===== config.mk =====
export PLATFORM = sky130hd
export DESIGN_NAME = source_tokenizer_unit_flat
export DESIGN_NICKNAME = d
export VERILOG_FILES = /design/src/rtl/stu_pkg.sv /design/src/rtl/stu_in_if.sv /design/src/rtl/stu_out_if.sv /design/src/rtl/stu_front.sv /design/src/rtl/stu_queue.sv /design/src/rtl/stu_back.sv /design/src/rtl/source_tokenizer_unit.sv /design/src/flat_wrapper.sv
export SDC_FILE = /design/constraint.sdc
export NUM_CORES = 1
export LEC_CHECK = 0
export BUFFER_PORTS_ARGS = -buffer_cell sky130_fd_sc_hd__buf_2
export CAP_MARGIN = 40
export CORE_MARGIN = 1.5
export CORE_UTILIZATION = 45
export CTS_BUF_LIST = sky130_fd_sc_hd__clkbuf_8
export CTS_CLUSTER_DIAMETER = 60
export DETAILED_ROUTE_END_ITERATION = 10
export SYNTH_ARGS = -nofsm -noshare
export SYNTH_HDL_FRONTEND = slang
export SYNTH_SLANG_ARGS = --single-unit

===== constraint.sdc =====
create_clock -name clk -period 20.4 [get_ports clk]
set_clock_uncertainty 0.05 [all_clocks]
set_input_delay 6.12 -clock clk [delete_from_list [all_inputs] [get_ports clk]]
set_output_delay 6.12 -clock clk [all_outputs]
set_load 0.02 [all_outputs]

===== src/rtl/stu_pkg.sv =====
`timescale 1ns / 1ps
package stu_pkg;

  localparam int LINE_BITS   = 16;
  localparam int COLUMN_BITS = 16;
  localparam int NKEYS       = 13;
  localparam int QUEUE_DEPTH = 4;
  localparam int QUEUE_AW    = $clog2(QUEUE_DEPTH);

  typedef enum logic [3:0] {
    M_TOP, M_WORD, M_NUM, M_CH_OPEN, M_CH_ESC, M_CH_CLOSE, M_STR, M_STR_ESC, M_ERR
  } mode_t;

  localparam logic [1:0] KIND_CHAR  = 2'd0;
  localparam logic [1:0] KIND_TOKEN = 2'd1;
  localparam logic [1:0] KIND_ERROR = 2'd2;

  localparam logic [4:0] TK_NONE   = 5'd0;
  localparam logic [4:0] TK_CHAR   = 5'd12;
  localparam logic [4:0] TK_STRING = 5'd13;
  localparam logic [4:0] TK_NUMBER = 5'd14;
  localparam logic [4:0] TK_IDENT  = 5'd15;

  localparam logic [2:0] ERR_NONE      = 3'd0;
  localparam logic [2:0] ERR_CH_ESC    = 3'd0;
  localparam logic [2:0] ERR_CH_CLOSE  = 3'd1;
  localparam logic [2:0] ERR_STR_ESC   = 3'd2;
  localparam logic [2:0] ERR_STR_NL    = 3'd3;
  localparam logic [2:0] ERR_BAD_BYTE  = 3'd4;
  localparam logic [2:0] ERR_END_LIT   = 3'd5;

  localparam logic [LINE_BITS-1:0]   LINE_MAX = '1;
  localparam logic [COLUMN_BITS-1:0] COL_MAX  = '1;

  // keyword text, left-justified, NUL padded
  localparam logic [63:0] KEY_TEXT [NKEYS] = '{
    {"void", 32'h0}, {"int8", 32'h0}, {"int16", 24'h0}, {"int32", 24'h0},
    {"int64", 24'h0}, {"uint8", 24'h0}, {"uint16", 16'h0}, {"uint32", 16'h0},
    {"uint64", 16'h0}, {"float32", 8'h0}, {"float64", 8'h0},
    {"string", 16'h0}, {"char", 32'h0}
  };
  localparam logic [3:0] KEY_LEN [NKEYS] = '{
    4'd4, 4'd4, 4'd5, 4'd5, 4'd5, 4'd5, 4'd6, 4'd6, 4'd6, 4'd7, 4'd7, 4'd6, 4'd4
  };
  localparam logic [4:0] KEY_KIND [NKEYS] = '{
    5'd16, 5'd17, 5'd17, 5'd17, 5'd17, 5'd18, 5'd18, 5'd18, 5'd18,
    5'd19, 5'd19, 5'd20, 5'd21
  };

  typedef struct packed {
    logic [1:0]             kind;
    logic [7:0]             ch;
    logic [4:0]             tk;
    logic [2:0]             ek;
    logic [LINE_BITS-1:0]   line;
    logic [COLUMN_BITS-1:0] scol;
    logic [COLUMN_BITS-1:0] ecol;
    logic                   last;
  } result_t;

  typedef struct packed {
    logic [1:0] n;
    result_t    r0;
    result_t    r1;
  } bundle_t;

  function automatic logic is_alpha(logic [7:0] c);
    return (c >= "a" && c <= "z") || (c >= "A" && c <= "Z");
  endfunction

  function automatic logic is_digit(logic [7:0] c);
    return c >= "0" && c <= "9";
  endfunction

  function automatic logic is_wordch(logic [7:0] c);
    return is_alpha(c) || is_digit(c) || c == "_" || c == "-";
  endfunction

  // {found, index}
  function automatic logic [4:0] op_index(logic [7:0] c);
    logic [4:0] r;
    case (c)
      ";": r = {1'b1, 4'd0};
      "=": r = {1'b1, 4'd1};
      "+": r = {1'b1, 4'd2};
      "-": r = {1'b1, 4'd3};
      "*": r = {1'b1, 4'd4};
      "/": r = {1'b1, 4'd5};
      "%": r = {1'b1, 4'd6};
      "(": r = {1'b1, 4'd7};
      ")": r = {1'b1, 4'd8};
      ",": r = {1'b1, 4'd9};
      "{": r = {1'b1, 4'd10};
      "}": r = {1'b1, 4'd11};
      default: r = 5'd0;
    endcase
    return r;
  endfunction

  // returns {new length, new alive mask}
  function automatic logic [NKEYS+3:0] word_add(logic [3:0] len, logic [NKEYS-1:0] alive,
                                                logic [7:0] c);
    logic [NKEYS-1:0] a;
    a = alive;
    if (len >= 4'd8) return {len, {NKEYS{1'b0}}};
    for (int k = 0; k < NKEYS; k++) begin
      if (KEY_LEN[k] <= len || KEY_TEXT[k][63 - 8*len[2:0] -: 8] != c) a[k] = 1'b0;
    end
    return {len + 4'd1, a};
  endfunction

  function automatic logic [4:0] word_kind(logic [NKEYS-1:0] alive, logic [3:0] len);
    logic [4:0] r;
    r = TK_IDENT;
    for (int k = NKEYS - 1; k >= 0; k--) begin
      if (alive[k] && KEY_LEN[k] == len) r = KEY_KIND[k];
    end
    return r;
  endfunction

  function automatic logic [COLUMN_BITS-1:0] col_inc(logic [COLUMN_BITS-1:0] c);
    return (c == COL_MAX) ? c : c + 1'b1;
  endfunction

  function automatic result_t mk(logic [1:0] kind, logic [7:0] ch, logic [4:0] tk,
                                 logic [2:0] ek, logic [LINE_BITS-1:0] line,
                                 logic [COLUMN_BITS-1:0] s, logic [COLUMN_BITS-1:0] e);
    result_t r;
    r.kind = kind; r.ch = ch; r.tk = tk; r.ek = ek;
    r.line = line; r.scol = s; r.ecol = e; r.last = 1'b0;
    return r;
  endfunction

  // appends a result, dropping anything past two
  function automatic bundle_t push(bundle_t b, result_t r);
    bundle_t o;
    o = b;
    if (b.n == 2'd0) begin
      o.r0 = r; o.n = 2'd1;
    end else if (b.n == 2'd1) begin
      o.r1 = r; o.n = 2'd2;
    end
    return o;
  endfunction

endpackage


===== src/rtl/stu_in_if.sv =====
`timescale 1ns / 1ps
interface stu_in_if;
  logic       valid;
  logic       ready;
  logic [7:0] char_in;
  logic       final_byte;
  modport source (output valid, char_in, final_byte, input ready);
  modport sink (input valid, char_in, final_byte, output ready);
endinterface


===== src/rtl/stu_out_if.sv =====
`timescale 1ns / 1ps
interface stu_out_if;
  logic                            valid;
  logic                            ready;
  logic [1:0]                      item_kind;
  logic [7:0]                      char_out;
  logic [4:0]                      token_kind;
  logic [2:0]                      error_kind;
  logic [stu_pkg::LINE_BITS-1:0]   line_number;
  logic [stu_pkg::COLUMN_BITS-1:0] start_column;
  logic [stu_pkg::COLUMN_BITS-1:0] end_column;
  logic                            run_last;
  modport source (output valid, item_kind, char_out, token_kind, error_kind, line_number,
                  start_column, end_column, run_last, input ready);
  modport sink (input valid, item_kind, char_out, token_kind, error_kind, line_number,
                start_column, end_column, run_last, output ready);
endinterface


===== src/rtl/stu_front.sv =====
`timescale 1ns / 1ps
module stu_front (
  input  logic             clk,
  input  logic             rst,
  stu_in_if.sink           src,
  input  logic             q_full,
  output logic             q_push,
  output stu_pkg::bundle_t q_data
);

  stu_pkg::mode_t                    mode, mode_next;
  logic [stu_pkg::LINE_BITS-1:0]     line, line_next;
  logic [stu_pkg::COLUMN_BITS-1:0]   col, col_next;
  logic [stu_pkg::COLUMN_BITS-1:0]   tstart, tstart_next;
  logic [3:0]                        wlen, wlen_next;
  logic [stu_pkg::NKEYS-1:0]         alive, alive_next;
  logic [7:0]                        lit, lit_next;
  stu_pkg::bundle_t                  b;
  logic                              do_top, nl, take;
  logic [7:0]                        c;
  logic [4:0]                        op;

  assign src.ready = !q_full;
  assign take      = src.valid && src.ready;
  assign c         = src.char_in;
  assign op        = stu_pkg::op_index(c);

  always_comb begin
    mode_next = mode; line_next = line; col_next = col; tstart_next = tstart;
    wlen_next = wlen; alive_next = alive; lit_next = lit;
    b = '0; do_top = 1'b0; nl = 1'b0;

    case (mode)
      stu_pkg::M_WORD: begin
        if (stu_pkg::is_wordch(c)) begin
          {wlen_next, alive_next} = stu_pkg::word_add(wlen, alive, c);
          b = stu_pkg::push(b, stu_pkg::mk(stu_pkg::KIND_CHAR, c, stu_pkg::TK_IDENT,
                stu_pkg::ERR_NONE, line, tstart, col));
        end else begin
          b = stu_pkg::push(b, stu_pkg::mk(stu_pkg::KIND_TOKEN, 8'd0,
                stu_pkg::word_kind(alive, wlen), stu_pkg::ERR_NONE, line, tstart, col));
          mode_next = stu_pkg::M_TOP;
          do_top = 1'b1;
        end
      end
      stu_pkg::M_NUM: begin
        if (stu_pkg::is_digit(c)) begin
          b = stu_pkg::push(b, stu_pkg::mk(stu_pkg::KIND_CHAR, c, stu_pkg::TK_NUMBER,
                stu_pkg::ERR_NONE, line, tstart, col));
        end else begin
          b = stu_pkg::push(b, stu_pkg::mk(stu_pkg::KIND_TOKEN, 8'd0, stu_pkg::TK_NUMBER,
                stu_pkg::ERR_NONE, line, tstart, col));
          mode_next = stu_pkg::M_TOP;
          do_top = 1'b1;
        end
      end
      stu_pkg::M_CH_OPEN: begin
        if (c == "\\") begin
          mode_next = stu_pkg::M_CH_ESC;
        end else begin
          lit_next = c;
          mode_next = stu_pkg::M_CH_CLOSE;
        end
      end
      stu_pkg::M_CH_ESC: begin
        mode_next = stu_pkg::M_CH_CLOSE;
        if (c == "n") lit_next = 8'h0a;
        else if (c == "t") lit_next = 8'h09;
        else if (c == "'" || c == "\\") lit_next = c;
        else begin
          b = stu_pkg::push(b, stu_pkg::mk(stu_pkg::KIND_ERROR, 8'd0, stu_pkg::TK_NONE,
                stu_pkg::ERR_CH_ESC, line, col, col));
          mode_next = stu_pkg::M_ERR;
        end
      end
      stu_pkg::M_CH_CLOSE: begin
        if (c == "'") begin
          b = stu_pkg::push(b, stu_pkg::mk(stu_pkg::KIND_TOKEN, lit, stu_pkg::TK_CHAR,
                stu_pkg::ERR_NONE, line, tstart, col));
          mode_next = stu_pkg::M_TOP;
        end else begin
          b = stu_pkg::push(b, stu_pkg::mk(stu_pkg::KIND_ERROR, 8'd0, stu_pkg::TK_NONE,
                stu_pkg::ERR_CH_CLOSE, line, col, col));
          mode_next = stu_pkg::M_ERR;
        end
      end
      stu_pkg::M_STR: begin
        if (c == "\"") begin
          b = stu_pkg::push(b, stu_pkg::mk(stu_pkg::KIND_TOKEN, 8'd0, stu_pkg::TK_STRING,
                stu_pkg::ERR_NONE, line, tstart, col));
          mode_next = stu_pkg::M_TOP;
        end else if (c == "\\") begin
          mode_next = stu_pkg::M_STR_ESC;
        end else if (c == 8'h0a) begin
          b = stu_pkg::push(b, stu_pkg::mk(stu_pkg::KIND_ERROR, 8'd0, stu_pkg::TK_NONE,
                stu_pkg::ERR_STR_NL, line, col, col));
          mode_next = stu_pkg::M_ERR;
        end else begin
          b = stu_pkg::push(b, stu_pkg::mk(stu_pkg::KIND_CHAR, c, stu_pkg::TK_STRING,
                stu_pkg::ERR_NONE, line, tstart, col));
        end
      end
      stu_pkg::M_STR_ESC: begin
        mode_next = stu_pkg::M_STR;
        if (c == "n" || c == "t" || c == "\\" || c == "\"") begin
          b = stu_pkg::push(b, stu_pkg::mk(stu_pkg::KIND_CHAR,
                (c == "n") ? 8'h0a : ((c == "t") ? 8'h09 : c),
                stu_pkg::TK_STRING, stu_pkg::ERR_NONE, line, tstart, col));
        end else begin
          b = stu_pkg::push(b, stu_pkg::mk(stu_pkg::KIND_ERROR, 8'd0, stu_pkg::TK_NONE,
                stu_pkg::ERR_STR_ESC, line, col, col));
          mode_next = stu_pkg::M_ERR;
        end
      end
      stu_pkg::M_TOP: do_top = 1'b1;
      default: mode_next = stu_pkg::M_ERR;
    endcase

    // top-level handling, also for the byte that closed a word or number
    if (do_top) begin
      if (c == " ") begin
        // skipped
      end else if (c == 8'h0a) begin
        nl = 1'b1;
        if (line != stu_pkg::LINE_MAX) line_next = line + 1'b1;
      end else if (op[4]) begin
        b = stu_pkg::push(b, stu_pkg::mk(stu_pkg::KIND_TOKEN, 8'd0, {1'b0, op[3:0]},
              stu_pkg::ERR_NONE, line, col, col));
      end else begin
        tstart_next = col;
        if (c == "'") begin
          mode_next = stu_pkg::M_CH_OPEN;
        end else if (c == "\"") begin
          mode_next = stu_pkg::M_STR;
        end else if (stu_pkg::is_alpha(c) || c == "_") begin
          {wlen_next, alive_next} = stu_pkg::word_add(4'd0, '1, c);
          b = stu_pkg::push(b, stu_pkg::mk(stu_pkg::KIND_CHAR, c, stu_pkg::TK_IDENT,
                stu_pkg::ERR_NONE, line, col, col));
          mode_next = stu_pkg::M_WORD;
        end else if (stu_pkg::is_digit(c)) begin
          b = stu_pkg::push(b, stu_pkg::mk(stu_pkg::KIND_CHAR, c, stu_pkg::TK_NUMBER,
                stu_pkg::ERR_NONE, line, col, col));
          mode_next = stu_pkg::M_NUM;
        end else begin
          b = stu_pkg::push(b, stu_pkg::mk(stu_pkg::KIND_ERROR, 8'd0, stu_pkg::TK_NONE,
                stu_pkg::ERR_BAD_BYTE, line, col, col));
          mode_next = stu_pkg::M_ERR;
        end
      end
    end

    if (src.final_byte) begin
      if (mode_next == stu_pkg::M_WORD) begin
        b = stu_pkg::push(b, stu_pkg::mk(stu_pkg::KIND_TOKEN, 8'd0,
              stu_pkg::word_kind(alive_next, wlen_next), stu_pkg::ERR_NONE, line,
              tstart_next, stu_pkg::col_inc(col)));
      end else if (mode_next == stu_pkg::M_NUM) begin
        b = stu_pkg::push(b, stu_pkg::mk(stu_pkg::KIND_TOKEN, 8'd0, stu_pkg::TK_NUMBER,
              stu_pkg::ERR_NONE, line, tstart_next, stu_pkg::col_inc(col)));
      end else if (mode_next != stu_pkg::M_TOP && mode_next != stu_pkg::M_ERR) begin
        b = stu_pkg::push(b, stu_pkg::mk(stu_pkg::KIND_ERROR, 8'd0, stu_pkg::TK_NONE,
              stu_pkg::ERR_END_LIT, line, col, col));
      end
      mode_next = stu_pkg::M_TOP; line_next = stu_pkg::LINE_BITS'(1); col_next = '0;
      tstart_next = '0; wlen_next = '0; alive_next = '1; lit_next = '0;
    end else begin
      col_next = nl ? stu_pkg::COLUMN_BITS'(1) : stu_pkg::col_inc(col);
    end

    if (b.n == 2'd1) b.r0.last = 1'b1;
    else if (b.n == 2'd2) b.r1.last = 1'b1;
  end

  assign q_push = take && (b.n != 2'd0);
  assign q_data = b;

  always_ff @(posedge clk) begin
    if (rst) begin
      mode <= stu_pkg::M_TOP; line <= stu_pkg::LINE_BITS'(1); col <= '0; tstart <= '0;
      wlen <= '0; alive <= '1; lit <= '0;
    end else if (take) begin
      mode <= mode_next; line <= line_next; col <= col_next; tstart <= tstart_next;
      wlen <= wlen_next; alive <= alive_next; lit <= lit_next;
    end
  end

endmodule


===== src/rtl/stu_queue.sv =====
`timescale 1ns / 1ps
module stu_queue (
  input  logic             clk,
  input  logic             rst,
  input  logic             push,
  input  stu_pkg::bundle_t push_data,
  output logic             full,
  input  logic             pop,
  output logic             empty,
  output stu_pkg::bundle_t head
);

  stu_pkg::bundle_t             mem [stu_pkg::QUEUE_DEPTH];
  logic [stu_pkg::QUEUE_AW-1:0] wr_ptr, rd_ptr;
  logic [stu_pkg::QUEUE_AW:0]   count;

  assign full  = count == (stu_pkg::QUEUE_AW+1)'(stu_pkg::QUEUE_DEPTH);
  assign empty = count == '0;
  assign head  = mem[rd_ptr];

  always_ff @(posedge clk) begin
    if (push) mem[wr_ptr] <= push_data;
  end

  always_ff @(posedge clk) begin
    if (rst) begin
      wr_ptr <= '0; rd_ptr <= '0; count <= '0;
    end else begin
      if (push) wr_ptr <= wr_ptr + 1'b1;
      if (pop) rd_ptr <= rd_ptr + 1'b1;
      if (push && !pop) count <= count + 1'b1;
      else if (pop && !push) count <= count - 1'b1;
    end
  end

endmodule


===== src/rtl/stu_back.sv =====
`timescale 1ns / 1ps
module stu_back (
  input  logic             clk,
  input  logic             rst,
  input  logic             q_empty,
  input  stu_pkg::bundle_t q_head,
  output logic             q_pop,
  stu_out_if.source        tok
);

  logic             sel;
  logic             load;
  stu_pkg::result_t cur, outr;
  logic             out_valid;

  assign load  = !q_empty && (!out_valid || tok.ready);
  assign cur   = sel ? q_head.r1 : q_head.r0;
  assign q_pop = load && (sel || q_head.n == 2'd1);

  always_ff @(posedge clk) begin
    if (rst) begin
      out_valid <= 1'b0; sel <= 1'b0;
    end else begin
      if (load) begin
        out_valid <= 1'b1;
        sel <= !q_pop;
      end else if (tok.ready) begin
        out_valid <= 1'b0;
      end
    end
  end

  always_ff @(posedge clk) begin
    if (load) outr <= cur;
  end

  assign tok.valid        = out_valid;
  assign tok.item_kind    = outr.kind;
  assign tok.char_out     = outr.ch;
  assign tok.token_kind   = outr.tk;
  assign tok.error_kind   = outr.ek;
  assign tok.line_number  = outr.line;
  assign tok.start_column = outr.scol;
  assign tok.end_column   = outr.ecol;
  assign tok.run_last     = outr.last;

endmodule


===== src/rtl/source_tokenizer_unit.sv =====
`timescale 1ns / 1ps
// Source tokenizer: byte-serial lexer for a small C-like language.
// src channel: one source byte per transfer (char_in, final_byte marks the
// last byte of the text). tok channel: result items, payload characters,
// token-complete items and errors, each with line and column positions;
// run_last flags the final result caused by a byte.
// The front end classifies a byte combinationally and takes one byte every
// cycle while the four-entry result queue has room. Each byte yields zero,
// one or two results; the back end sends one result per cycle while the
// receiver is ready, through a registered output, so the two results of a
// byte leave one after the other. The first result of a byte is written to
// the queue at the byte's transfer edge, then to the output register for tok.
// Reset (synchronous, rst high) returns the lexer to top level, line 1,
// column 0, and empties the queue and output register; the final byte does
// the same to the lexer state. When the receiver stalls, the output holds,
// the queue fills, and then src.ready drops until room frees up.
module source_tokenizer_unit (
  input  logic       clk,
  input  logic       rst,
  stu_in_if.sink     src,
  stu_out_if.source  tok
);

  logic             q_full, q_push, q_pop, q_empty;
  stu_pkg::bundle_t q_data, q_head;

  // classifier and lexer state
  stu_front u_front (
    .clk(clk), .rst(rst), .src(src),
    .q_full(q_full), .q_push(q_push), .q_data(q_data)
  );

  // result bundles between the two halves
  stu_queue u_queue (
    .clk(clk), .rst(rst), .push(q_push), .push_data(q_data), .full(q_full),
    .pop(q_pop), .empty(q_empty), .head(q_head)
  );

  // splits bundles into single result transfers
  stu_back u_back (
    .clk(clk), .rst(rst), .q_empty(q_empty), .q_head(q_head), .q_pop(q_pop), .tok(tok)
  );

endmodule

===== src/flat_wrapper.sv =====
// flat-port wrapper written by rule: the top's interface ports become plain ports
module source_tokenizer_unit_flat 
  (clk, rst, src_valid, src_char_in, src_final_byte, src_ready, tok_valid, tok_item_kind, tok_char_out, tok_token_kind, tok_error_kind, tok_line_number, tok_start_column, tok_end_column, tok_run_last, tok_ready);
  stu_in_if src_i ();
  stu_out_if tok_i ();
  input  logic clk;
  input  logic rst;
  input wire logic [$bits(src_i.valid)-1:0] src_valid;
  input wire logic [$bits(src_i.char_in)-1:0] src_char_in;
  input wire logic [$bits(src_i.final_byte)-1:0] src_final_byte;
  output wire logic [$bits(src_i.ready)-1:0] src_ready;
  output wire logic [$bits(tok_i.valid)-1:0] tok_valid;
  output wire logic [$bits(tok_i.item_kind)-1:0] tok_item_kind;
  output wire logic [$bits(tok_i.char_out)-1:0] tok_char_out;
  output wire logic [$bits(tok_i.token_kind)-1:0] tok_token_kind;
  output wire logic [$bits(tok_i.error_kind)-1:0] tok_error_kind;
  output wire logic [$bits(tok_i.line_number)-1:0] tok_line_number;
  output wire logic [$bits(tok_i.start_column)-1:0] tok_start_column;
  output wire logic [$bits(tok_i.end_column)-1:0] tok_end_column;
  output wire logic [$bits(tok_i.run_last)-1:0] tok_run_last;
  input wire logic [$bits(tok_i.ready)-1:0] tok_ready;
  assign src_i.valid = src_valid;
  assign src_i.char_in = src_char_in;
  assign src_i.final_byte = src_final_byte;
  assign src_ready = src_i.ready;
  assign tok_valid = tok_i.valid;
  assign tok_item_kind = tok_i.item_kind;
  assign tok_char_out = tok_i.char_out;
  assign tok_token_kind = tok_i.token_kind;
  assign tok_error_kind = tok_i.error_kind;
  assign tok_line_number = tok_i.line_number;
  assign tok_start_column = tok_i.start_column;
  assign tok_end_column = tok_i.end_column;
  assign tok_run_last = tok_i.run_last;
  assign tok_i.ready = tok_ready;
  source_tokenizer_unit u_core (.clk(clk), .rst(rst), .src(src_i), .tok(tok_i));
endmodule

### After elaboration in Yosys (flattened, before gate mapping)

Memories as Yosys holds them, arrays and structs flattened. A register that Yosys moved wholly into a read port is not among the register bits.
Index checks and enable logic that the tools add are counted.

| storage, ports and cells | value |
|---|---|
| register bits after elaboration | 153 |
| latch bits | 0 |
| RAM bits | 544 |
| memory bits (read-only) | 0 |
| memories | 1 |

| cells by class | value |
|---|---|
| add/subtract/negate cells | 8 |
| multiply operators | 0 |
| divide/modulo/power cells | 0 |
| order comparisons | 11 |
| eq/ne operators | 68 |
| shift operators | 13 |
| multiplexer cells | 179 |
| bitwise operators | 0 |
| reduce and logical (&&, ||, !) cells | 79 |

Memory list:

| name | words | width | read ports | clocked after memory_dff | write ports | line | source |
|---|---|---|---|---|---|---|---|
| u_core.u_queue.mem | 4 | 136 | 1 | 1 | 1 | stu_queue.sv:13 | `stu_pkg::bundle_t mem [stu_pkg::QUEUE_DEPTH];` |

Operator list:

| cell | number |
|---|---|
| 67-bit two-way mux | 22 |
| 136-bit two-way mux | 10 |
| 71-bit by 33-bit variable part select with 8-bit output, first input constant | 13 |
| 135-bit case mux with 6 select lines | 1 |
| 135-bit two-way mux | 5 |
| 134-bit two-way mux | 5 |
| 133-bit two-way mux | 2 |
| 16-bit two-way mux | 13 |
| 13-bit two-way mux | 10 |
| 5-bit two-way mux | 26 |
| 4-bit two-way mux | 29 |
| 8-bit by 6-bit == test with 1-bit output, second input constant | 13 |
| 8-bit != test | 13 |
| 5-bit case mux with 12 select lines | 1 |
| 8-bit two-way mux | 7 |
| 8-bit by 7-bit == test with 1-bit output, second input constant | 6 |
| 7-bit by 8-bit != test with 1-bit output, first input constant | 6 |
| 1-bit logical AND | 36 |
| 1-bit two-way mux | 35 |
| 17-bit two-way mux | 2 |
| 16-bit by 1-bit adder with 16-bit output, second input constant | 2 |
| 3-bit by 4-bit == test with 1-bit output, first input constant | 8 |
| 4-bit case mux with 8 select lines | 1 |
| 1-bit logical OR | 24 |
| 37 further kinds | 68 |

### Logic depth before layout (Yosys ltp)

Gate-level depths: netlist (run 1).

| logic depth | value |
|---|---|
| depth in word-level cells | 43 |
| gate-level depth with buffers | 23 |
| depth with buffers taken out | 21 |

### Cells and area by module

Synthesis (run 1) repeated with hierarchy kept, for this count alone.

| second synthesis, totals | value |
|---|---|
| cells, all modules | 2,267 |
| area total of the unflattened synthesis | 32,044.5 um^2 |

Modules (own cells, without submodules):

| module | times used | cells an instance | area an instance (um^2) | seq. area each (um^2) |
|---|---|---|---|---|
| stu_queue | 1 | 754 | 20,015.4 | 16,515.8 |
| stu_front | 1 | 1,359 | 9,121.2 | 1,541.5 |
| stu_back | 1 | 154 | 2,907.8 | 2,052.0 |

### Worst setup path after synthesis (run 1)

Ideal clock, no wire load.

| timing path | value |
|---|---|
| path kind | input port to flip-flop |
| start | input src_char_in[2] |
| end | memory u_core.u_queue.mem[0][0] (netlist name) (enable) |
| arrival time | 12.113 ns |
| required time | 19.840 ns |
| slack | 7.727 ns |
| stages on the path | 15 |
| path through | clkbuf_1 > nor4b_1 > and3_1 > buf_2 > or3_1 > o32a_1 > inv_1 > ha_1 > nor3_1 > a21oi_1 > o21a_1 > ha_1 > nor2_1 > a21oi_1 > and3_1 |

| on the way | value |
|---|---|
| longest elaborated chain between the ends | 26 |
| elaborated cells on any way between the ends | 95 |

Ends and longest elaborated chain:

| what | line | source |
|---|---|---|
| start, declared | flat_wrapper.sv:9 | `input wire logic [$bits(src_i.char_in)-1:0] src_char_in;` |
| 8-bit by 6-bit == test with 1-bit output or 8-bit by 7-bit == test with 1-bit output (tied branches) | -- |  |
| 1-bit logical OR | stu_front.sv:69 | `else if (c == "'" \|\| c == "\\") lit_next = c;` |
| 135-bit two-way mux | stu_front.sv:69 |  |
| 135-bit two-way mux | stu_front.sv:68 | `else if (c == "t") lit_next = 8'h09;` |
| 135-bit two-way mux | stu_front.sv:67 | `if (c == "n") lit_next = 8'h0a;` |
| 135-bit case mux with 6 select lines | stu_front.sv:33 | `case (mode)` |
| 2-bit by 1-bit == test with 1-bit output | stu_pkg.sv:140 | `end else if (b.n == 2'd1) begin` |
| 2-bit two-way mux | stu_pkg.sv:140 |  |
| [... 10 more ...] | -- |  |
| 136-bit two-way mux | stu_front.sv:160 | `end else if (mode_next != stu_pkg::M_TOP && mode_next != stu_pkg::M_ERR) begin` |
| 136-bit two-way mux | stu_front.sv:157 | `end else if (mode_next == stu_pkg::M_NUM) begin` |
| 136-bit two-way mux | stu_front.sv:153 | `if (mode_next == stu_pkg::M_WORD) begin` |
| 136-bit two-way mux (*) | stu_front.sv:152 | `if (src.final_byte) begin` |
| 2-bit nonzero test (*) | stu_front.sv:174 | `assign q_push = take && (b.n != 2'd0);` |
| 1-bit logical AND (*) | stu_front.sv:174 |  |
| 1-bit two-way mux (*) | stu_queue.sv:22 | `if (push) mem[wr_ptr] <= push_data;` |
| 1-bit two-way mux (implied by the code) (*) | stu_queue.sv:22 |  |
| end, declared | stu_queue.sv:13 |  |

Mark *: on every way between the ends. The rest lies on a longest branch, timed or not.

### Final worst setup path (run 1)

| timing path | value |
|---|---|
| start | input src_char_in[5] |
| end | memory u_core.u_queue.mem[1][125] (netlist name) (enable) |

The elaborated chain is that of the path after synthesis.

==> out/metrics.yaml, run 1 <==
clock_tree:
  root_buffer: "clkbuf_8"
  clkTransAtPathRegs_ns: 0.05
  clock_path_buffers: 3
  cts_buffers: 109
  cts.sinks: 691
  post_cts_buffers: 0
  ctsResizeCount: 0
  ctsHoldBuffers: 0
  cts_max_level: 3
  cts_tree: "done"
  clk_latency_ns: 0.71
sta:
  final-setup-viol-count: 0
  slew_headroom: 0.343
  slew_violations: 0
  period_share: 0.574
  tns_ns: 0
  fmax_ghz: 0.0854
  worstMarginPinSlew_ns: 0.985
  hold_viol_final: 0
  finalCriticalPeriod_ns: 11.71
  rsz0062_at_grt: "false"
final_layout:
  finalNetCount: 2371
  stdcell_count: 3369
  syn_to_final_growth_pct: 12.1
  drive_above_1_share: 0.218
  multiInputGateArea_sq_um: 11100
  regArea_sq_um: 19900
  n_fill_cell: 5916
grt:
  grt_pass1_wl_mm: 122
  grt_max_degree: 64
  grt_usage: 0.226
  grt_pass1_vias: 19600
  gr-total-overflow: 0
  antenna_found_initial: 2
detailed_routing:
  drt_iter0_drc: 1904
  routed_via_density: 5.92
  drt.antenna.violating_nets: 0
  drc: 0
  wirelength_mm: 81.1
  vias: 19900
  firstDrtPassIters: 6
  routedWlPerCell_um: 24.1
critical_path:
  slowest_stage: "or4b_1"
  critPathLaunchType: "primary input"
  cpPeakStageDelay_ns: 0.70
  cp_cell_sequence: "buf_2 -> or4b_1 -> nor2_1 -> o32a_1 -> inv_1 -> ha_1 -> nor3_1 -> a21oi_1 -> o21a_1 -> ha_1 -> nor2_1 -> a21oi_1 -> and3_4 -> buf_4 -> buf_16 -> buf_4"
  end_kind: "flip-flop"
  worstSetupPathType: "primary input to flip-flop"
  reg2regPathDepth: 12
  arrival_ns: 11.98
  cp_max_fo: 46
  worstPathRequired_ns: 20.67
yosys:
  synth_cell_types: 104
  synth.avg_cell_area_sq_um: 14.2
  yosys_warnings: 0
  synth_area_sq_um: 31700
  ys.flop_type: "edfxtp_1"
  synth_edf_count: 603
  synth_simple_gate_area_frac: 0.101
  synth-adder-area-share: 0.00972
  synthXorXnorAreaFrac: 0.0169
  synth.ff_latch_count: 691
  synth.yosys.seq_area_share: 0.628
  syn_inst: 2235
  synth_top_family_by_area: "multiplexers"
  synth_compound_area_frac: 0.0962
  async_flop_share: 0
  synthMuxAreaShare: 0.124
power:
  p_comb_frac: 0.229
  seqPwrFrac: 0.479
  p_clk_frac: 0.292
  p_sw_frac: 0.297
  ir_worst_vdd_mv: 0.0602
  switchingPower_mw: 1.15
  p_leak_nw: 12.0
  powerDensity_nw_per_um2: 109
  p_int_mw: 2.71
floorplan:
  row_count: 97
  dieArea_sq_um: 71900
  dieHeight_um: 268
  coreArea_sq_um: 69800
  initial_core_util: 0.454
  pin_count: 82
  die_w_um: 268
outcome:
  status: "finished clean"
place:
  io_buffers: 81
  gp_congestion: 0.900
  dp_hpwl_mm: 52.4
  dp_cells: 3163
hold_path:
  hold_path.class: "flip-flop to flip-flop"
  min_path_cells: 2
job:
  drv_cap: 0
==> sequential cells by signal, indices dropped and copies added, names as in the netlist, 5 cells and up, named ones only <==
name / flops
u_core.u_front.tstart: 16
u_core.u_back.tok.token_kind: 5
u_core.u_front.lit: 8
u_core.u_queue.mem: 536
u_core.u_front.line: 16
u_core.u_back.tok.end_column: 16
u_core.u_front.col: 16
u_core.u_front.alive: 13
u_core.u_back.tok.line_number: 16
u_core.u_back.tok.char_out: 8
u_core.u_back.tok.start_column: 16
==> cells in the final DEF (no fill, tap or decap), types with 15 or more instances in the layout <==
cell,Yosys,final
a21boi_0,16,16
a21oi_1,96,94
a22o_1,20,20
a22oi_1,44,44
a31oi_1,23,23
and2_1,32,32
and3_1,25,21
buf_2,13,83
buf_4,7,42
clkbuf_8,0,116
clkinv_1,2,33
dfxtp_1,88,85
edfxtp_1,603,603
ha_1,23,23
inv_1,33,69
mux2_2,68,68
mux2i_1,15,15
mux4_2,132,132
nand2_1,130,130
nand2b_1,18,18
nand3_1,39,39
nand4_1,22,22
nor2_1,178,178
nor2b_1,33,33
nor3_1,44,44
nor4_1,17,16
o211ai_1,22,22
o21ai_0,65,65
o22a_1,17,17
or3_1,15,15
xnor2_1,35,35
xor2_1,23,23
==> metal layers <==
layer,wire length [um],part of all wire,GRT usage
met2,39100,0.48,0.364
met4,1960,0.024,0.0776
met3,4360,0.054,0.0339
met1,35700,0.44,0.314
met5,0,0,0
==> path summary, 6_finish.rpt <==
check / from / to / slack [ns]
max: src_char_in[5] / u_core.u_queue.mem[1][125] / 8.69
max reg2reg: u_core.u_front.mode[0] / u_core.u_queue.mem[1][125] / 14.41
min reg2reg: u_core.u_front.lit[0] / u_core.u_front.lit[0] / 0.41
min: u_core.u_front.lit[0] / u_core.u_front.lit[0] / 0.41
==> per-stage QoR <==
| stage | hold slack, ns | area, sq um | worst slack (ns) | utilization | power (mW) |
|---|---|---|---|---|---|
| floorplan | 0.382 | 31700 | 7.73 | - | 2.47 |
| global placement | 0.397 | 33000 | 7.90 | 0.473 | 2.75 |
| detailed placement | 0.402 | 33400 | 7.98 | 0.478 | 2.78 |
| CTS | 0.407 | 35500 | 8.73 | 0.508 | 3.91 |
| global route | 0.440 | 35500 | 8.31 | 0.508 | 4.03 |
| finish | 0.412 | 35500 | 8.69 | 0.508 | 3.86 |
==> final cells by class <==
cell class                      instances  share of cell area
Tap cell                              940              0.0332
Clock inverter                         89              0.0148
Sequential cell                       691               0.560
Multi-Input combinational cell       1356               0.313
Timing Repair Buffer                  140              0.0303
Inverter                               36             0.00381
Clock buffer                          116              0.0450
Antenna cell                            1           0.0000705
==> power groups by stage <==
stage	combinational, mW	clock (mW)	sequential, mW
3_3_place_gp	0.873	0	1.87
4_1_cts	0.900	1.16	1.85
6_report	0.883	1.13	1.85
3_5_place_dp	0.897	0	1.88
2_1_floorplan	0.513	0	1.96
5_1_grt	0.948	1.22	1.87
==> cells in the mapped netlist (all sizes together), types with 7 or more instances <==
cell type | number | area, sq um
xnor2 | 36 | 334
mux2 | 69 | 781
nor2b | 33 | 206
nand3 | 39 | 195
nor4b | 9 | 93.8
buf | 41 | 196
o2111ai | 8 | 76.3
o21ai | 67 | 335
or3 | 15 | 93.8
a211oi | 10 | 87.6
xor2 | 23 | 201
nand2 | 130 | 488
a22oi | 45 | 343
nor3 | 46 | 246
a21oi | 97 | 497
a22o | 20 | 175
dfxtp | 88 | 1760
nand4b | 7 | 61.3
ha | 23 | 288
o31ai | 11 | 97.6
and3 | 25 | 156
o211ai | 24 | 190
nor4 | 20 | 153
o22ai | 12 | 88.8
clkbuf | 114 | 428
a21boi | 16 | 120
edfxtp | 603 | 18100
a21o | 12 | 90.1
nor2 | 179 | 674
nand2b | 18 | 113
and2 | 33 | 209
nand4 | 22 | 138
o22a | 17 | 149
mux4 | 132 | 2970
inv | 34 | 128
a31oi | 23 | 144
mux2i | 16 | 173
==> critical path: cells and delay by family <==
| family | cells | cell delay [ns] |
|---|---|---|
| buffers and inverters | 5 | 1.98 |
| AOI/OAI and AO/OA | 4 | 1.04 |
| and+or+nand+nor | 5 | 2.06 |
| adders and majority gates | 2 | 0.63 |
==> cells by family (layout without fill, tap and decap cells) <==
| logic type | Yosys count | after routing |
|---|---|---|
| other | 1 | 5 |
| adder cells (fa/ha/maj) | 24 | 24 |
| multiplexers | 217 | 217 |
| flip-flops | 691 | 691 |
| AND/OR/NAND/NOR | 620 | 620 |
| XOR/XNOR | 59 | 59 |
| AO/OA/AOI/OAI | 432 | 432 |
| buffers and inverters | 191 | 381 |
No activity file was read; power rests on OpenSTA's default activity.
==> inputs of run 2 (changes only) <==
--- a/config.mk
+++ b/config.mk
@@ -5,6 +5,7 @@
 export SDC_FILE = /design/constraint.sdc
 export NUM_CORES = 1
 export LEC_CHECK = 0
+export ABC_AREA = 1
 export BUFFER_PORTS_ARGS = -buffer_cell sky130_fd_sc_hd__buf_2
 export CAP_MARGIN = 40
 export CORE_MARGIN = 1.5
==> constraint.sdc (replaced) <==
create_clock -name clk -period 9.55 [get_ports clk]
set_clock_uncertainty 0.05 [all_clocks]
set_input_delay 2.865 -clock clk [delete_from_list [all_inputs] [get_ports clk]]
set_output_delay 2.865 -clock clk [all_outputs]
set_load 0.02 [all_outputs]
==> out/metrics.yaml, run 2 <==
outcome:
  status: "finished clean"  # unchanged
sta:
  slew_violations: 0  # unchanged
  fmax_ghz: 0.133
  period_share: 0.788
  final-setup-viol-count: 0  # unchanged
  rsz0062_at_grt: "false"  # unchanged
  finalCriticalPeriod_ns: 7.52
  worstMarginPinSlew_ns: 0.909  # was 0.985 ns
  hold_viol_final: 0  # unchanged
  slew_headroom: 0.394  # was 0.343
grt:
  use_met1: 0.341  # was 0.314
  antenna_found_initial: 1  # was 2
  grt_pass1_wl_mm: 141  # was 122 mm
  grt_use_met3: 0.0397  # was 0.0339
  grt_max_degree: 171  # was 64
  grt_usage: 0.246  # was 0.226
  grt_busiest_layer: "met2"  # unchanged
  grt_pass1_vias: 23900  # was 19,600
  globalRouteMet2Util: 0.389  # was 0.364
  gr-total-overflow: 0  # unchanged
final_layout:
  mostFrequentLayoutCells: "nor2_1, edfxtp_1, nand2_1"  # was edfxtp_1, nor2_1, mux4_2
  largest-register: "u_core.u_queue.mem"  # unchanged
  syn_to_final_growth_pct: 10.9  # was 12.1%
  finalNetCount: 3500  # was 2,371
  layout_commonest_cell: "nor2_1"  # was edfxtp_1
  largest_register_ffs: 536  # unchanged
  drive_above_1_share: 0.0959  # was 0.218
  stdcell_count: 4508  # was 3,369
  n_fill_cell: 6594  # was 5,916
  final_util: 0.504  # was 0.508
job:
  drv_cap: 0  # unchanged
power:
  p_leak_nw: 13.2  # was 12.0 nW
  powerDensity_nw_per_um2: 268  # was 109 nW/um^2
  ir_worst_vdd_mv: 0.233  # was 0.0602 mV
place:
  dp_hpwl_mm: 57.8  # was 52.4 mm
  io_buffers: 81  # unchanged
  gp_congestion: 0.995  # was 0.900
  dp_cells: 4298  # was 3,163
floorplan:
  dieArea_sq_um: 73800  # was 71,900 sq um
  die_w_um: 272  # was 268 um
  pin_count: 82  # unchanged
  row_count: 98  # was 97
  initial_core_util: 0.454  # about the same
  dieHeight_um: 272  # was 268 um
  coreArea_sq_um: 71500  # was 69,800 sq um
detailed_routing:
  drt.antenna.violating_nets: 0  # unchanged
  firstDrtPassIters: 6  # unchanged
  routed_via_density: 5.63  # was 5.92
  drc: 0  # unchanged
  routedWlPerCell_um: 20.3  # was 24.1 um
  vias: 25400  # was 19,900
  drt_iter0_drc: 2550  # was 1,904
  wirelength_mm: 91.4  # was 81.1 mm
clock_tree:
  ctsHoldBuffers: 0  # unchanged
  clock_path_buffers: 3  # unchanged
  cts.sinks: 691  # unchanged
  cts_max_level: 3  # unchanged
  cts_buffers: 112  # was 109
  clkTransAtPathRegs_ns: 0.06  # was 0.05 ns
  clk_latency_ns: 0.73  # was 0.71 ns
  root_buffer: "clkbuf_8"  # unchanged
  ctsResizeCount: 0  # unchanged
  post_cts_buffers: 0  # unchanged
  cts_tree: "done"  # unchanged
hold_path:
  hp-start: "u_core.u_queue.rd_ptr[1]"  # was u_core.u_front.lit[0]
  hold_path.class: "flip-flop to flip-flop"  # unchanged
  min_path_cells: 2  # unchanged
yosys:
  synth_area_sq_um: 32500  # was 31,700 sq um
  synth.top_cell.area_share: 0.558  # was 0.572
  post-synth-top-count-cell: "nor2_1"  # was edfxtp_1
  yosys-top-cells-count: "nor2_1, edfxtp_1, nand2_1, o21ai_0, inv_1"  # was edfxtp_1, nor2_1, mux4_2, nand2_1, clkbuf_1
  synth_edf_count: 603  # unchanged
  synth.ff_latch_count: 691  # unchanged
  synthTopCellsByArea: "edfxtp_1, nor2_1, o21ai_0"  # was edfxtp_1, mux4_2, dfxtp_1
  synth.avg_cell_area_sq_um: 9.51  # was 14.2 sq um
  yosys_warnings: 0  # unchanged
  syn_inst: 3415  # was 2,235
  synth.yosys.seq_area_share: 0.612  # was 0.628
  ys.flop_type: "edfxtp_1"  # unchanged
  post-synth-top-area-cell: "edfxtp_1"  # unchanged
  async_flop_share: 0  # unchanged
  synth_cell_types: 54  # was 104
critical_path:
  rrSetupSlack_ns: 4.16  # was 14.41 ns
  worstSetupPathType: "primary input to flip-flop"  # unchanged
  end_kind: "flip-flop"  # unchanged
  slowest_stage: "nor2_4"  # was or4b_1
  cp_cell_sequence: "buf_2 -> inv_2 -> nor3_2 -> nand2_1 -> nand2_1 -> nor2_1 -> nand3_1 -> nand3_2 -> ha_1 -> o31ai_1 -> nand2_1 -> nand2_1 -> inv_1 -> ha_1 -> nand3b_1 -> nand2_1 -> nand2_1 -> nand2_1 -> nor2_4 -> buf_4"  # was buf_2 -> or4b_1 -> nor2_1 -> o32a_1 -> inv_1 -> ha_1 -> nor3_1 -> a21oi_1 -> o21a_1 -> ha_1 -> nor2_1 -> a21oi_1 -> and3_4 -> buf_4 -> buf_16 -> buf_4
  cp_common_cell: "nand2_1"
  cpPeakStageDelay_ns: 0.72  # was 0.70 ns
  cp_max_fo: 27  # was 46
  r2r_start: "u_core.u_front.mode[1]"  # was u_core.u_front.mode[0]
  arrival_ns: 7.83  # was 11.98 ns
  r2r-end: "u_core.u_queue.mem[0][110]"  # was u_core.u_queue.mem[1][125]
  reg2regPathDepth: 20  # was 12
  worstPathRequired_ns: 9.86  # was 20.67 ns
  crit_start: "src_char_in[4]"  # was src_char_in[5]
  critPathLaunchType: "primary input"  # unchanged
-- run 2: cell count changes after synthesis, moves of 34 or more --
cell / delta
nor2_1: +505
nand2_1: +374
o21ai_0: +328
inv_1: +178
mux4_2: -132
nand3_1: +114
o22ai_1: +72
mux2_2: -68
a31oi_1: +49
clkbuf_1: +44
a21oi_1: +36
xnor2_1: -34
-- run 2: worst max-delay path, delay by kind of cell --
family,cells,cell delay [ns]
AO/OA/AOI/OAI,1,0.25
AND/OR/NAND/NOR,13,2.88
adder cells (fa/ha/maj),2,0.63
buffers and inverters,4,1.15
-- run 2: stage by stage --
stage               hold slack [ns]  total power, mW  area [sq um]  setup TNS [ns]  setup slack (ns)
finish                        0.411             9.65         36000               0              2.03
global route                  0.443             10.2         36000               0              1.53
detailed placement            0.400             7.27         33800               0              1.29
floorplan                     0.386             6.29         32500        -1129.26             -2.11
CTS                           0.410             9.73         36000               0              2.06
global placement              0.393             7.22         33700               0              1.44
-- run 2: metal layers --
| layer | vias to the layer above | part of all wire |
|---|---|---|
| met5 | - | 0 |
| met4 | 0 | 0.030 |
| met3 | 181 | 0.073 |
| met2 | 1005 | 0.46 |
| met1 | 12200 | 0.44 |
| li1 | 12000 | - |
-- run 2: cell type report --
class	count	area (sq um)	share of cell area
Antenna cell	1	2.50	0.0000695
Clock buffer	125	1720	0.0478
Clock inverter	83	465	0.0129
Inverter	238	903	0.0251
Multi-Input combinational cell	2296	11000	0.305
Sequential cell	691	19900	0.552
Tap cell	950	1190	0.0330
Timing Repair Buffer	124	888	0.0247
-- run 2: worst max-delay path by stage --
stage                                            end  cells after the start
after floorplan             u_core.u_queue.mem[0][0]                     19
after global placement    u_core.u_queue.mem[0][109]                     21
after detailed placement  u_core.u_queue.mem[0][107]                     21
after CTS                 u_core.u_queue.mem[0][110]                     21
after global routing      u_core.u_queue.mem[0][110]                     21
final                     u_core.u_queue.mem[0][110]                     20
-- run 2: logic make-up after synthesis --
group	share of synthesized area
buffers and inverters	0.0521
adders and majority gates	0.00948
xor gates and xnor gates	0.00647
other	0.000115
AOI/OAI and AO/OA	0.139
and+or+nand+nor	0.181
DFF	0.612
-- run 2: report_power, final --
group	internal, mW	switching (mW)	leakage [nW]
combinational	0.783	2.19	5.52
clock	1.30	1.16	1.27
sequential	4.03	0.187	6.38
total	6.11	3.53	13.2
==> inputs of run 3 (changes only) <==
--- a/config.mk
+++ b/config.mk
@@ -5,7 +5,7 @@
 export SDC_FILE = /design/constraint.sdc
 export NUM_CORES = 1
 export LEC_CHECK = 0
-export ABC_AREA = 1
+export ABC_AREA = 0
 export BUFFER_PORTS_ARGS = -buffer_cell sky130_fd_sc_hd__buf_2
 export CAP_MARGIN = 40
 export CORE_MARGIN = 1.5
==> constraint.sdc (replaced) <==
create_clock -name clk -period 7.5 [get_ports clk]
set_clock_uncertainty 0.05 [all_clocks]
set_input_delay 2.25 -clock clk [delete_from_list [all_inputs] [get_ports clk]]
set_output_delay 2.25 -clock clk [all_outputs]
set_load 0.02 [all_outputs]
==> out/metrics.yaml, run 3 (synthesis gave the netlist of run 1 again) <==
final_layout:
  layout_commonest_cell: "edfxtp_1"  # was nor2_1
  mostFrequentLayoutCells: "edfxtp_1, nor2_1, mux4_2"  # was nor2_1, edfxtp_1, nand2_1
  syn_to_final_growth_pct: 12.8  # was 10.9%
  largest-register: "u_core.u_queue.mem"  # unchanged
  final_util: 0.512  # was 0.504
  finalNetCount: 2403  # was 3,500
  largest_register_ffs: 536  # unchanged
  drive_above_1_share: 0.232  # was 0.0959
floorplan:
  dieArea_sq_um: 71900  # was 73,800 sq um
  dieHeight_um: 268  # was 272 um
  initial_core_util: 0.454  # about the same
  die_w_um: 268  # was 272 um
  pin_count: 82  # unchanged
  row_count: 97  # was 98
  coreArea_sq_um: 69800  # was 71,500 sq um
critical_path:
  critPathLaunchType: "primary input"  # unchanged
  end_kind: "flip-flop"  # unchanged
  worstSetupPathType: "primary input to flip-flop"  # unchanged
  worstPathRequired_ns: 8.07  # was 9.86 ns
  arrival_ns: 6.84  # was 7.83 ns
  cp_max_fo: 18  # was 27
clock_tree:
  clkTransAtPathRegs_ns: 0.06  # about the same
  cts_tree: "done"  # unchanged
  ctsResizeCount: 0  # unchanged
  cts_buffers: 111  # was 112
  post_cts_buffers: 0  # unchanged
  clock_path_buffers: 3  # unchanged
  ctsHoldBuffers: 0  # unchanged
  cts.sinks: 691  # unchanged
  root_buffer: "clkbuf_8"  # unchanged
  cts_max_level: 3  # unchanged
  clk_latency_ns: 0.73  # about the same
detailed_routing:
  firstDrtPassIters: 7  # was 6
  routedWlPerCell_um: 24.6  # was 20.3 um
  routed_via_density: 5.91  # was 5.63
  drt.antenna.violating_nets: 0  # unchanged
  drt_iter0_drc: 1798  # was 2,550
  drc: 0  # unchanged
  vias: 20100  # was 25,400
  wirelength_mm: 83.8  # was 91.4 mm
power:
  p_sw_frac: 0.299  # was 0.366
  powerDensity_nw_per_um2: 296  # was 268 nW/um^2
  p_comb_frac: 0.229  # was 0.308
  seqPwrFrac: 0.477  # was 0.437
  p_int_mw: 7.40  # was 6.11 mW
  switchingPower_mw: 3.16  # was 3.53 mW
  p_clk_frac: 0.294  # was 0.255
  p_leak_nw: 12.2  # was 13.2 nW
  total_power_mw: 10.6  # was 9.65 mW
  ir_worst_vdd_mv: 0.158  # was 0.233 mV
place:
  dp_hpwl_mm: 54.9  # was 57.8 mm
  gp_congestion: 0.878  # was 0.995
  io_buffers: 81  # unchanged
grt:
  grt_pass1_vias: 20400  # was 23,900
  grt_max_degree: 64  # was 171
  grt_pass1_wl_mm: 127  # was 141 mm
  gr-total-overflow: 0  # unchanged
  antenna_found_initial: 2  # was 1
  grt_usage: 0.236  # was 0.246
job:
  drv_cap: 0  # unchanged
hold_path:
  hold_path.class: "flip-flop to flip-flop"  # unchanged
sta:
  period_share: 0.837
  final-setup-viol-count: 0  # unchanged
  hold_viol_final: 0  # unchanged
  finalCriticalPeriod_ns: 6.28
  rsz0062_at_grt: "false"  # unchanged
  tns_ns: 0  # unchanged
  fmax_ghz: 0.159
  slew_violations: 0  # unchanged
  worstMarginPinSlew_ns: 0.908  # was 0.909 ns
  slew_headroom: 0.392  # was 0.394
outcome:
  status: "finished clean"  # unchanged
==> run 3: changes by cell type in the layout (fill, tap and decap cells not counted), sizes merged, moves of 31 or more <==
cell   before  now
inv       280   76
nand3     158   39
and2        2   33
buf       124  170
a31oi      72   23
xnor2       1   36
mux4        0  132
nand2     517  130
o21ai     417   67
nor2      694  179
mux2        0   69
a21oi     132   97
o22ai      83   12
nor2b       0   33
==> run 3: layout make-up <==
cell class / count / area [sq um]
Clock buffer: 117 / 1610
Tap cell: 940 / 1180
Sequential cell: 691 / 19900
Antenna cell: 2 / 5.00
Multi-Input combinational cell: 1356 / 11100
Inverter: 36 / 135
Fill cell: 5903 / 34100
Timing Repair Buffer: 170 / 1260
Clock inverter: 95 / 571
==> run 3: power groups by stage <==
stage	clock (mW)	combinational, mW	sequential, mW
after CTS	3.19	2.47	5.04
after global placement	0	2.42	5.10
after global routing	3.37	2.61	5.09
after detailed placement	0	2.46	5.12
after floorplan	0	1.40	5.30
final	3.11	2.42	5.04
==> run 3: worst max-delay path, stage by stage <==
cell	delay, ns
buf_2	0.34
and3b_1	0.26
and3_1	0.18
or3_1	0.46
o32a_1	0.36
inv_1	0.20
ha_1	0.27
nor3_1	0.18
a21oi_1	0.06
o21a_1	0.22
ha_1	0.31
nor2_1	0.05
a21oi_1	0.18
and2_4	0.21
ha_1	0.18
inv_1	0.07
fa_1	0.43
xor2_1	0.18
or3_1	0.30
a21oi_1	0.14
==> run 3: through the flow <==
stage	instances	hold WS, ns	instance area (sq um)	setup WS (ns)
global route	3406	0.447	35700	0.940
floorplan	2238	0.382	31700	0.225
CTS	3404	0.420	35700	1.34
finish	3407	0.422	35700	1.22
global placement	3186	0.390	33400	0.597
detailed placement	3192	0.410	33500	0.596
==> run 3: metal layers <==
metal  vias up  GRT usage  share of wire
met4         0     0.0835          0.029
met5         -          0              0
met1     10300      0.327           0.44
met2       663      0.380           0.48
met3       149     0.0347          0.053
li1       9052          -              -
==> run 3: worst paths after layout <==
| path | startpoint | end | slack (ns) | cells after the start |
|---|---|---|---|---|
| worst min-delay path | u_core.u_front.lit[0] | u_core.u_front.lit[0] | 0.42 | 2 |
| worst max-delay path | src_char_in[7] | u_core.u_queue.count[2] | 1.22 | 20 |
| worst min register to register | u_core.u_front.lit[0] | u_core.u_front.lit[0] | 0.42 | 2 |
| worst max register to register | u_core.u_front.wlen[0] | u_core.u_queue.mem[2][119] | 2.54 | 12 |
